--- config.mk ---
export PLATFORM = sky130hd
export DESIGN_NAME = jsc_ram
export DESIGN_NICKNAME = d
export VERILOG_FILES = /design/src/rtl/core/jsc_ram.sv
export SDC_FILE = /design/constraint.sdc
export NUM_CORES = 1
export LEC_CHECK = 0
export CAP_MARGIN = 15
export CORE_MARGIN = 5
export CORE_UTILIZATION = 50
export CTS_BUF_LIST = sky130_fd_sc_hd__clkbuf_8
export DETAILED_ROUTE_END_ITERATION = 10
export DONT_BUFFER_PORTS = 1
export PLACE_DENSITY = 0.72
export SYNTH_ARGS = -nofsm -noshare
export SYNTH_HDL_FRONTEND = slang
export SYNTH_SLANG_ARGS = --single-unit
--- constraint.sdc ---
create_clock -name clk -period 2.37 [get_ports clk]
set_input_delay 0.237 -clock clk [delete_from_list [all_inputs] [get_ports clk]]
set_output_delay 0.237 -clock clk [all_outputs]
set_load 0.05 [all_outputs]
--- src/rtl/core/jsc_ram.sv ---
module jsc_ram #(
	parameter int WIDTH = 8,
	parameter int DEPTH = 16,
	localparam int AW = (DEPTH > 1) ? $clog2(DEPTH) : 1
) (
	input  logic             clk,
	input  logic             we,
	input  logic [AW-1:0]    waddr,
	input  logic [WIDTH-1:0] wdata,
	input  logic [AW-1:0]    raddr,
	output logic [WIDTH-1:0] rdata
);
	logic [WIDTH-1:0] mem [DEPTH];

	always_ff @(posedge clk) begin
		if (we) begin
			mem[waddr] <= wdata;
		end
		rdata <= mem[raddr];
	end
endmodule

==> flow_metrics.tcl <==
set metrics [dict create \
    critPathLaunch "mem[3][5]" \
    fin_crit_ns 1.449 \
    setup_viol 0 \
    p_total_mw 4.873 \
    critical_path.cell_chain "mux4_1 -> a22oi_1 -> nand2_1" \
    htree_levels 4 \
    synth_nets 247 \
    grt.overflow.total 0 \
    rr_worst_depth 3 \
    grt_max_degree 33 \
    ys_warn_count 0 \
    die_w_um 111.5 \
    critPathCaptureType "flop" \
    fmax_mhz 690.3 \
    syn2layout_area_growth_pct 12.64 \
    grt_use_total 0.1636 \
    worst_path_max_delay_cell "mux4_1" \
    worstMarginPinSlew_ns 0.8003 \
    synth_top_area_frac 0.7467 \
    yosysUniqueCellTypes 19 \
    finalSetupTns_ns 0 \
    clkTransAtPathRegs_ns 0.08 \
    synth_edf_count 128 \
    numCtsBuffers 17 \
    viasPerCell 5.709 \
    dpl_cell_area_um2 5306 \
    place.gp.congestion 0.7507 \
    slew_viol_final 0 \
    path_max_fanout 1 \
    ant_nets 0 \
    max_stage_delay_ns 0.51 \
    dieHeight_um 111.5 \
    num_antenna_cells 0 \
    rsz0062_at_grt "no" \
    fin_skew_ns 0.007281 \
    wl_per_cell_um 23.20 \
    postCtsHoldBufs 8 \
    synth_cells 229 \
    synth.most_common_cell "edfxtp_1" \
    finalCritPeriodShare 0.6112 \
    power_density_nw_per_um2 840.4 \
    initial_core_util 0.5054 \
    path_class "flop to flop" \
    firstDrtPassIters 6 \
    reg2reg_setup_slack_ns 0.92 \
    synthArstFlopShare 0 \
    cts_tree "done" \
    hpwl_mm 6.006 \
    finalHoldViolCount 0 \
    utilization 0.5693 \
    row_count 37 \
    startpoint_type "flop" \
    numClockSinks 136 \
    crit_arrival_ns 1.75 \
    ir_drop_uv 451.8 \
    ys.flop_type "edfxtp_1" \
    dieArea_um2 12420 \
    drv_cap 0 \
    cts_repair_resize_count 0 \
    yosysSeqAreaShare 0.7778 \
    routed_wl_mm 9.398 \
    grt_pass1_wl_mm 14.55 \
    synthesis.area_um2 5147 \
    endpoint "rdata[5]" \
    dr.first_iter.drc_count 204 \
    clk_latency_ns 0.42 \
    synth.avg_cell_area_um2 22.48 \
    nets 274 \
    postCtsSetupBuffers 0 \
    hold_path_class "primary input to flop" \
    r2r-start "mem[3][5]" \
    port_buffers 0 \
    maxSlewHeadroom 0.4645 \
    num_vias 2312 \
    antenna_found_initial 0 \
    finalInstanceArea_um2 5798 \
    core_um2 10180 \
    ys_ff_latch 136 \
    drive_above_1_share 0.2193 \
    grt_pass1_vias 2436 \
    drc 0 \
    p_leak_nw 1.886 \
    io_pins 26 \
    synth_commonest_cells "edfxtp_1, mux4_2, a22oi_1" \
    setup_ws_ns 0.9214 \
    run_status "completed" \
    place_ws_ns 0.6839 \
    synth_area_leader_cell "edfxtp_1" \
    cts_buffer_depth 2 \
    crit_required_ns 2.67 \
    regToRegEndpoint "rdata[5]" \
    ys_top_cells_by_area "edfxtp_1, mux4_2, mux4_1" \
    clock-root-buffer "clkbuf_8" \
]
[final cells by class]
| class | count | area, µm² |
|---|---|---|
| multi-input combinational | 83 | 1057 |
| clock inverter | 15 | 177.7 |
| clock buffer | 17 | 234.0 |
| timing repair buffer | 18 | 155.1 |
| fill | 758 | 4387 |
| sequential | 136 | 4004 |
| tap | 136 | 170.2 |
[metrics by stage]
| stage | cells | hold WS, ns |
|---|---|---|
| 3_5_place_dp | 365 | 0.3367 |
| 6_report | 405 | 0.1136 |
| 2_1_floorplan | 229 | 0.3359 |
| 4_1_cts | 405 | 0.08211 |
| 5_1_grt | 405 | 0.09195 |
| 3_3_place_gp | 365 | 0.3368 |
[critical path: cells and delay by family, from the launching register on]
kind	cells	cell delay, ns
flip-flops	1	0.42
AND/OR/NAND/NOR	1	0.09
AO/OA/AOI/OAI	1	0.31
multiplexers	1	0.51
[layer usage]
metal	global-route usage	up-vias	wire length [µm]	part of all wire
li1	-	1027	-	-
met1	0.2204	1190	3913	0.42
met2	0.2569	87	4716	0.50
met3	0.04565	8	646	0.069
met4	0.06245	0	121	0.013
met5	0	-	0	0
[cells in the final DEF, fill, tap and decap left out, drive strengths merged, types with 4 or more instances in the layout]
cell type	instances
dlygate4sd3	8
nor2	13
edfxtp	128
inv	5
clkbuf	17
nand2	9
buf	10
mux4	32
clkinv	4
dfxtp	8
a22oi	16
nor3	4
[flip-flops by register name (all words and copies together) (netlist names)]
signal / count
rdata: 8
mem: 128
[power by group]
part	internal [mW]	total (mW)	switching, mW
registers	2.69	2.76	0.0728
clock network	1.04	1.93	0.884
logic	0.0877	0.185	0.0972
total	3.82	4.87	1.05
[kinds of logic after synthesis]
logic type	Yosys count	synth area share
DFF	136	0.7778
AOI/OAI and AO/OA	16	0.02334
buffers and inverters	10	0.01677
muxes	32	0.1502
and+or+nand+nor	35	0.03184
[worst min path at each step]
| stage | slack [ns] | start | end | depth (start not counted) |
|---|---|---|---|---|
| after floorplan | 0.34 | wdata[0] | mem[0][0] | 0 |
| after global placement | 0.34 | wdata[7] | mem[8][7] | 0 |
| after detailed placement | 0.34 | wdata[7] | mem[8][7] | 0 |
| after CTS | 0.08 | raddr[1] | rdata[0] | 3 |
| after global routing | 0.09 | raddr[1] | rdata[6] | 3 |
| final | 0.11 | raddr[1] | rdata[0] | 3 |
(Power assumes the default switching activity.)
